[src/rtl/core/kng_pkg.sv]
// Shared package for the Kruskal norm block: number-format constants,
// input modes, multiplier operand selects and the controller/datapath structs.
// No dependencies.
`default_nettype none

package kng_pkg;

  // Fixed field and format widths
  localparam int MODE_BITS      = 2;
  localparam int INDEX_BITS     = 4;
  localparam int IN_VALUE_BITS  = 32;
  localparam int RANK_BITS      = 5;
  localparam int FRAC_BITS      = 16;
  localparam int OUT_BITS       = 48;
  localparam int ACC_BITS       = OUT_BITS + 1;
  localparam int SUM_BITS       = OUT_BITS + 3;

  localparam logic [RANK_BITS-1:0] RANK_RESET = 5'd16;
  localparam logic [OUT_BITS-1:0]  ACC_LIM    = '1;

  // Parameter defaults
  localparam int DEF_MAX_RANK   = 16;
  localparam int DEF_VALUE_BITS = 32;

  typedef enum logic [MODE_BITS-1:0] {
    MODE_CLEAR  = 2'd0,
    MODE_GRAM   = 2'd1,
    MODE_WEIGHT = 2'd2,
    MODE_NORM   = 2'd3
  } mode_t;

  typedef enum logic [1:0] {
    OP_GRAM   = 2'd0,
    OP_STAGE1 = 2'd1,
    OP_STAGE2 = 2'd2
  } mul_op_t;

  typedef struct packed {
    logic    sweep_en;
    logic    clr_ovf;
    logic    gram_issue;
    logic    weight_wr;
    logic    cmp_start;
    logic    cmp_rd;
    logic    mul_start;
    mul_op_t mul_op;
    logic    w_rd_j;
    logic    gram_wb;
    logic    mul1_take;
    logic    acc_step;
    logic    out_load;
  } cmd_t;

  typedef struct packed {
    logic sweep_last;
    logic gram_hit;
    logic rank_zero;
    logic mul_done;
    logic cmp_last;
  } status_t;

endpackage

`default_nettype wire

[src/rtl/core/kng_ctrl.sv]
// Controller state machine: input and output handshakes, clearing sweep,
// gram read-modify-write and the triangle walk of a norm compute.
// Depends on kng_pkg.
`default_nettype none

module kng_ctrl (
  input  wire logic                         clk,
  input  wire logic                         rst,
  input  wire logic                         in_valid,
  output logic                              in_ready,
  input  wire logic [kng_pkg::MODE_BITS-1:0] mode,
  output logic                              out_valid,
  input  wire logic                         out_ready,
  input  wire kng_pkg::status_t             st,
  output kng_pkg::cmd_t                     cmd
);
  import kng_pkg::*;

  typedef enum logic [9:0] {
    S_INIT   = 10'b00_0000_0001,
    S_IDLE   = 10'b00_0000_0010,
    S_GRAM_M = 10'b00_0000_0100,
    S_GRAM_W = 10'b00_0000_1000,
    S_CMP_RD = 10'b00_0001_0000,
    S_CMP_M1 = 10'b00_0010_0000,
    S_CMP_W1 = 10'b00_0100_0000,
    S_CMP_M2 = 10'b00_1000_0000,
    S_CMP_W2 = 10'b01_0000_0000,
    S_FIN    = 10'b10_0000_0000
  } state_t;

  state_t state;
  state_t state_next;

  assign in_ready = state == S_IDLE;

  always_comb begin
    cmd        = '0;
    cmd.mul_op = OP_GRAM;
    state_next = state;
    case (state)
      S_INIT: begin
        cmd.sweep_en = 1'b1;
        if (st.sweep_last) begin
          state_next = S_IDLE;
        end
      end
      S_IDLE: begin
        if (in_valid) begin
          case (mode_t'(mode))
            MODE_CLEAR: begin
              cmd.clr_ovf = 1'b1;
              state_next  = S_INIT;
            end
            MODE_GRAM: begin
              if (st.gram_hit) begin
                cmd.gram_issue = 1'b1;
                state_next     = S_GRAM_M;
              end
            end
            MODE_WEIGHT: begin
              cmd.weight_wr = 1'b1;
            end
            MODE_NORM: begin
              cmd.cmp_start = 1'b1;
              state_next    = st.rank_zero ? S_FIN : S_CMP_RD;
            end
            default: begin
              state_next = S_IDLE;
            end
          endcase
        end
      end
      S_GRAM_M: begin
        cmd.mul_start = 1'b1;
        state_next    = S_GRAM_W;
      end
      S_GRAM_W: begin
        if (st.mul_done) begin
          cmd.gram_wb = 1'b1;
          state_next  = S_IDLE;
        end
      end
      S_CMP_RD: begin
        cmd.cmp_rd = 1'b1;
        state_next = S_CMP_M1;
      end
      S_CMP_M1: begin
        cmd.mul_start = 1'b1;
        cmd.mul_op    = OP_STAGE1;
        cmd.w_rd_j    = 1'b1;
        state_next    = S_CMP_W1;
      end
      S_CMP_W1: begin
        cmd.mul_op = OP_STAGE1;
        if (st.mul_done) begin
          cmd.mul1_take = 1'b1;
          state_next    = S_CMP_M2;
        end
      end
      S_CMP_M2: begin
        cmd.mul_start = 1'b1;
        cmd.mul_op    = OP_STAGE2;
        state_next    = S_CMP_W2;
      end
      S_CMP_W2: begin
        cmd.mul_op = OP_STAGE2;
        if (st.mul_done) begin
          cmd.acc_step = 1'b1;
          state_next   = st.cmp_last ? S_FIN : S_CMP_RD;
        end
      end
      S_FIN: begin
        if (!out_valid || out_ready) begin
          cmd.out_load = 1'b1;
          state_next   = S_IDLE;
        end
      end
      default: begin
        state_next = S_INIT;
      end
    endcase
  end

  always_ff @(posedge clk) begin
    if (rst) begin
      state     <= S_INIT;
      out_valid <= 1'b0;
    end else begin
      state <= state_next;
      if (cmd.out_load) begin
        out_valid <= 1'b1;
      end else if (out_ready) begin
        out_valid <= 1'b0;
      end
    end
  end

  a_sweep_blocks_input: assert property (@(posedge clk) disable iff (rst)
    cmd.sweep_en |-> !in_ready)
    else $error("input accepted during clearing sweep");

  a_result_from_fin: assert property (@(posedge clk) disable iff (rst)
    $rose(out_valid) |-> $past(state == S_FIN))
    else $error("result presented outside final state");

  a_done_when_waiting: assert property (@(posedge clk) disable iff (rst)
    st.mul_done |-> (state == S_GRAM_W) || (state == S_CMP_W1) || (state == S_CMP_W2))
    else $error("multiplier finished while controller not waiting");

endmodule

`default_nettype wire

[config.mk]
export PLATFORM = sky130hd
export DESIGN_NAME = kng_ctrl
export DESIGN_NICKNAME = d
export VERILOG_FILES = /design/src/rtl/core/kng_pkg.sv /design/src/rtl/core/kng_ctrl.sv
export SDC_FILE = /design/constraint.sdc
export NUM_CORES = 1
export LEC_CHECK = 0
export ABC_CLOCK_PERIOD_IN_PS = 2350
export BUFFER_PORTS_ARGS = -buffer_cell sky130_fd_sc_hd__buf_2
export CORE_MARGIN = 4
export CORE_UTILIZATION = 53
export CTS_BUF_LIST = sky130_fd_sc_hd__clkbuf_8
export DETAILED_ROUTE_END_ITERATION = 8
export MAX_ROUTING_LAYER = met4
export PLACE_DENSITY = 0.81
export REMOVE_ABC_BUFFERS = 1
export SLEW_MARGIN = 20
export SYNTH_ARGS = -nofsm -noshare
export SYNTH_HDL_FRONTEND = slang
export SYNTH_SLANG_ARGS = --single-unit
[constraint.sdc]
create_clock -name clk -period 2.35 [get_ports clk]
set_clock_uncertainty 0.15 [all_clocks]
set_input_delay 0.47 -clock clk [delete_from_list [all_inputs] [get_ports clk]]
set_output_delay 0.47 -clock clk [all_outputs]
set_load 0.02 [all_outputs]
======== Word-level counts from Yosys, hierarchy flattened ========
Cells that the tools add are included.
word-level totals
  flip-flop bits (word level) ............. 11
  input bits .............................. 11
  output and inout port bits .............. 16
  word-level logic and storage cells ...... 62
cells by class
  equality and inequality tests ........... 21
  muxes and demuxes ....................... 31
  reductions and logical operators ........ 8
operator list
  operator                                                                  count
  10-bit one-hot mux with 10 select lines                                   1
  10-bit two-way mux                                                        9
  10-bit one-hot mux with 3 select lines                                    1
  1-bit two-way mux                                                         17
  2-bit inequality test (second input constant)                             6
  10-bit by 1-bit equality test with 1-bit output (second input constant)   1
  10-bit equality test (second input constant)                              1
  10-bit by 2-bit equality test with 1-bit output (second input constant)   1
  10-bit by 3-bit equality test with 1-bit output (second input constant)   1
  10-bit by 4-bit equality test with 1-bit output (second input constant)   1
  10-bit by 5-bit equality test with 1-bit output (second input constant)   1
  10-bit by 6-bit equality test with 1-bit output (second input constant)   1
  10-bit by 7-bit equality test with 1-bit output (second input constant)   1
  10-bit by 8-bit equality test with 1-bit output (second input constant)   1
  10-bit by 9-bit equality test with 1-bit output (second input constant)   1
  4-bit two-way mux                                                         2
  8-bit AND reduction                                                       1
  2-bit equality test (second input constant)                               2
  4-bit by 1-bit inequality test with 1-bit output (second input constant)  1
  2-bit one-hot mux with 2 select lines                                     1
  2-bit OR reduction                                                        2
  3-bit inequality test (second input constant)                             1
  3-bit OR reduction                                                        1
  2-bit by 1-bit equality test with 1-bit output (second input constant)    1
  4 further kinds                                                           4

======== Depth between registers and ports, before layout ========
  depth in word-level cells ............... 5
  gate-level depth with buffers ........... 6
  depth with buffers taken out ............ 5

======== Worst setup path after synthesis ========
OpenSTA, ideal clock, no wires.
  path kind ............................... flip-flop to output port
  start ................................... register state[1]
  end ..................................... output port cmd[11] in the netlist's numbering
  arrival ................................. 1.721 ns
  required time ........................... 1.730 ns
  setup slack ............................. 0.009 ns
  stages on the path, launching flop included .. 7
  path buffers ............................ 1
  cells stage by stage .................... dfxtp_1 -> buf_4 -> nor3b_1 -> nand4_1 -> inv_1 -> nand2_1 -> nor3_1
RTL lines
  what                    line             RTL
  start, declared         kng_ctrl.sv:32   state_t state;
  start signal, assigned  kng_ctrl.sv:130  state <= state_next;
  end, declared           kng_ctrl.sv:15   output kng_pkg::cmd_t cmd

==> results.md <==
- Top Usage Layer GRT: met2
- Yosys cell types: 38
- Post-route cell area: ~0.0011 mm^2
- Final core occ: a little over 70%
- IO buf count: 26
- Sequential area share after synthesis: 23.8%
- Period utilisation layout: 96.3%
- Number of top-level pins: 27
- P per Cell Area: between 700 and 800 mW/mm^2
- Routed wire per std cell: around 16 um
- GR Layer Usage met2: about a third
- Antenna diodes: 0
- All-layer global routing usage: 22.3%
- Met3 Use GR: between 3 and 4%
- Yosys top cell by area: dfxtp_1
- Drt pass-1 iters: 4
- Synth Warn #: 0
- Die Width: about 50 um
- Critical path class: flip-flop to output pin
- Mapped Cells: roughly 120
- Antenna-violating nets left: 0
- Clock tree root buffer cell: clkbuf_8
- Met1 Resource Use GR: between 30% and 40%
- Die height: about 50 um
- CTS Buf Count: 3
- Via count: 1006
- Area Growth Syn to Fin: 22.7%
- Final setup vio count: 0
- Max-slew headroom: around 64%
- DR iter-0 viols: 36
- Clk sinks: 11
- Routed WL: 2650 um
- Asr flop ratio synth: 0%
- Syn_area_per_cell: about 8 um^2
- CTS clk-pin slew, worst paths: approximately 50 ps
- Clock buffer depth: 2
- CP endpoint kind: output pin
- Vias/cell: between 6 and 7
- Filler instances: approximately 120
- Synthesized area: a little over 900 um^2
- Outcome: complete, no violations
- H-tree levels: 1
- CTS tree: built
- Finished Layout Cells: about 160
- Worst VDD drop: 0.709 mV
- Max-cap check violation count: 0
- Largest net degree at the start of global routing: 13
- Crit path required time: roughly 1700 ps
- GPL Wtd Cong: between 0.8 and 0.9
- Tmin final: between 2000 and 2500 ps
- Rows: 14
- Pleak: 0.513 nW
- Tightest Pin Transition: around 530 ps
- Final Hold Fails: 0
- Global-route wire length before repair: approximately 4200 um
- Synth area leaders: dfxtp_1, nor3_1, nand4_1
- Post-synth top flop: dfxtp_1
- Core area: 0.00158 mm^2
- DRC viols: 0
- DP Area: approximately 0.001 mm^2
- GR Overflow Total: 0
- RSZ-0062 raised after global routing: no
- Post-DP HPWL: between 1500 and 2000 um
- Slew Viols, Final: 0
- Worst-path maximum fanout: 9
- Layout cells sized above 1: 35.9%
- Initial antenna violation count: 0
- Final nets: ~160
- CP startpoint kind: flip-flop
- Starting Density: just under 60%
- Vias in the first global route: ~900
- Worst Path Arrival: between 1500 and 2000 ps
- Latest clock arrival within the worst-skew pair: approximately 240 ps
- Die ar.: around 0.0025 mm^2
- Placed Cells incl. Taps: ~150
- Hold Crit Class: flip-flop to flip-flop
- Post-synth EDFFs: 0
- FMAX: between 0.4 and 0.5 GHz
- Share of the synthesized area in the top cell type: 23.8%
- Register bit total from synthesis: 11
==> worst paths after layout <==
check / start / endpoint / slack, ps / cells past startpoint
setup / recovery: state[0]$_SDFFE_PP1P_ / cmd[1] / 90 / 4
hold reg to reg: out_valid$_SDFFE_PP0P_ / out_valid$_SDFFE_PP0P_ / 360 / 2
setup reg to reg: state[0]$_SDFFE_PP1P_ / state[0]$_SDFFE_PP1P_ / 360 / 6
hold / removal: out_valid$_SDFFE_PP0P_ / out_valid$_SDFFE_PP0P_ / 360 / 2
==> cells in the final DEF (no fill, tap or decap), types with 2 or more instances in the layout <==
cell type   n
nand2b_1    5
dfxtp_2     4
buf_4       8
nand4_1     7
nor3_4      3
a21oi_1     6
inv_1       7
buf_2      25
clkbuf_8    3
nor2_1      8
o21ai_0     4
dfxtp_1     7
nor3_1     11
xor2_1      3
nor2b_1     3
o2111ai_1   3
nand2_1     6
nand3_1     5
nor4_1      6
o32a_1      2
==> routing by layer <==
layer / vias to the layer above / wire, um / part of all wire, %
met2: 41 / 1230 / 46
met3: 6 / 161 / 6.1
li1: 494 / - / -
met4: 0 / 47 / 1.8
met1: 465 / 1210 / 46
met5: - / 0 / 0
==> synth_stat cells, types with 2 or more instances <==
cell type,instances
dfxtp_1,11
nor3_1,11
nor2_1,8
a21oi_1,7
nand4_1,7
inv_1,6
nand2_1,6
nor4_1,6
nand2b_1,5
nand3_1,5
o21ai_0,4
buf_2,3
buf_6,3
nor2b_1,3
o2111ai_1,3
xor2_1,3
nor3_2,2
nor3_4,2
o32a_1,2
==> cell families after synthesis <==
kind of cell,synth area share (%)
flops,23.8
xor+xnor,3.78
compound gates,20.9
simple gates,42.6
buf+inv,8.92
==> sequential cells by signal, indices dropped and copies added (netlist names) <==
signal,flops
state,10
out_valid,1
==> area by class of cell <==
type	instances	area, um^2	share of cell area [%]
timing repair buffer	33	185	16.3
inverter	6	22.5	1.98
clock inverter	1	3.75	0.330
tap	16	20.0	1.76
multi-input combinational	91	638	56.2
sequential	11	225	19.8
clock buffer	3	41.3	3.63
==> where the power goes <==
group	switching (W)	internal, W	leakage [nW]
clock	0.0000703	0.000115	0.0269
sequential	0.0000407	0.000206	0.0912
combinational	0.000252	0.000186	0.395
==> through the flow <==
stage          hold slack (ps)  total power (W)  worst slack (ps)  setup TNS, ps
4_1_cts                    364         0.000820              56.0              0
5_1_grt                    409         0.000918             0.322              0
2_1_floorplan              389         0.000519             -5.40          -5.40
6_report                   363         0.000869              87.8              0
3_5_place_dp               349         0.000625               181              0
3_3_place_gp               338         0.000618               278              0
==> worst max-delay path, cell delays in order (launching register included) <==
cell and delay, ps:
dfxtp_1 410, nor3_4 390, nand4_1 280, nor2_1 150, buf_2 180
==> timing repair <==
item,4_1_cts,5_1_grt
gates resized for setup,1,7
setup buffers,1,5
setup endpoints to repair,2,8
hold buffers,0,0
pin swaps,1,4
No activity file was read; power rests on OpenSTA's default activity.
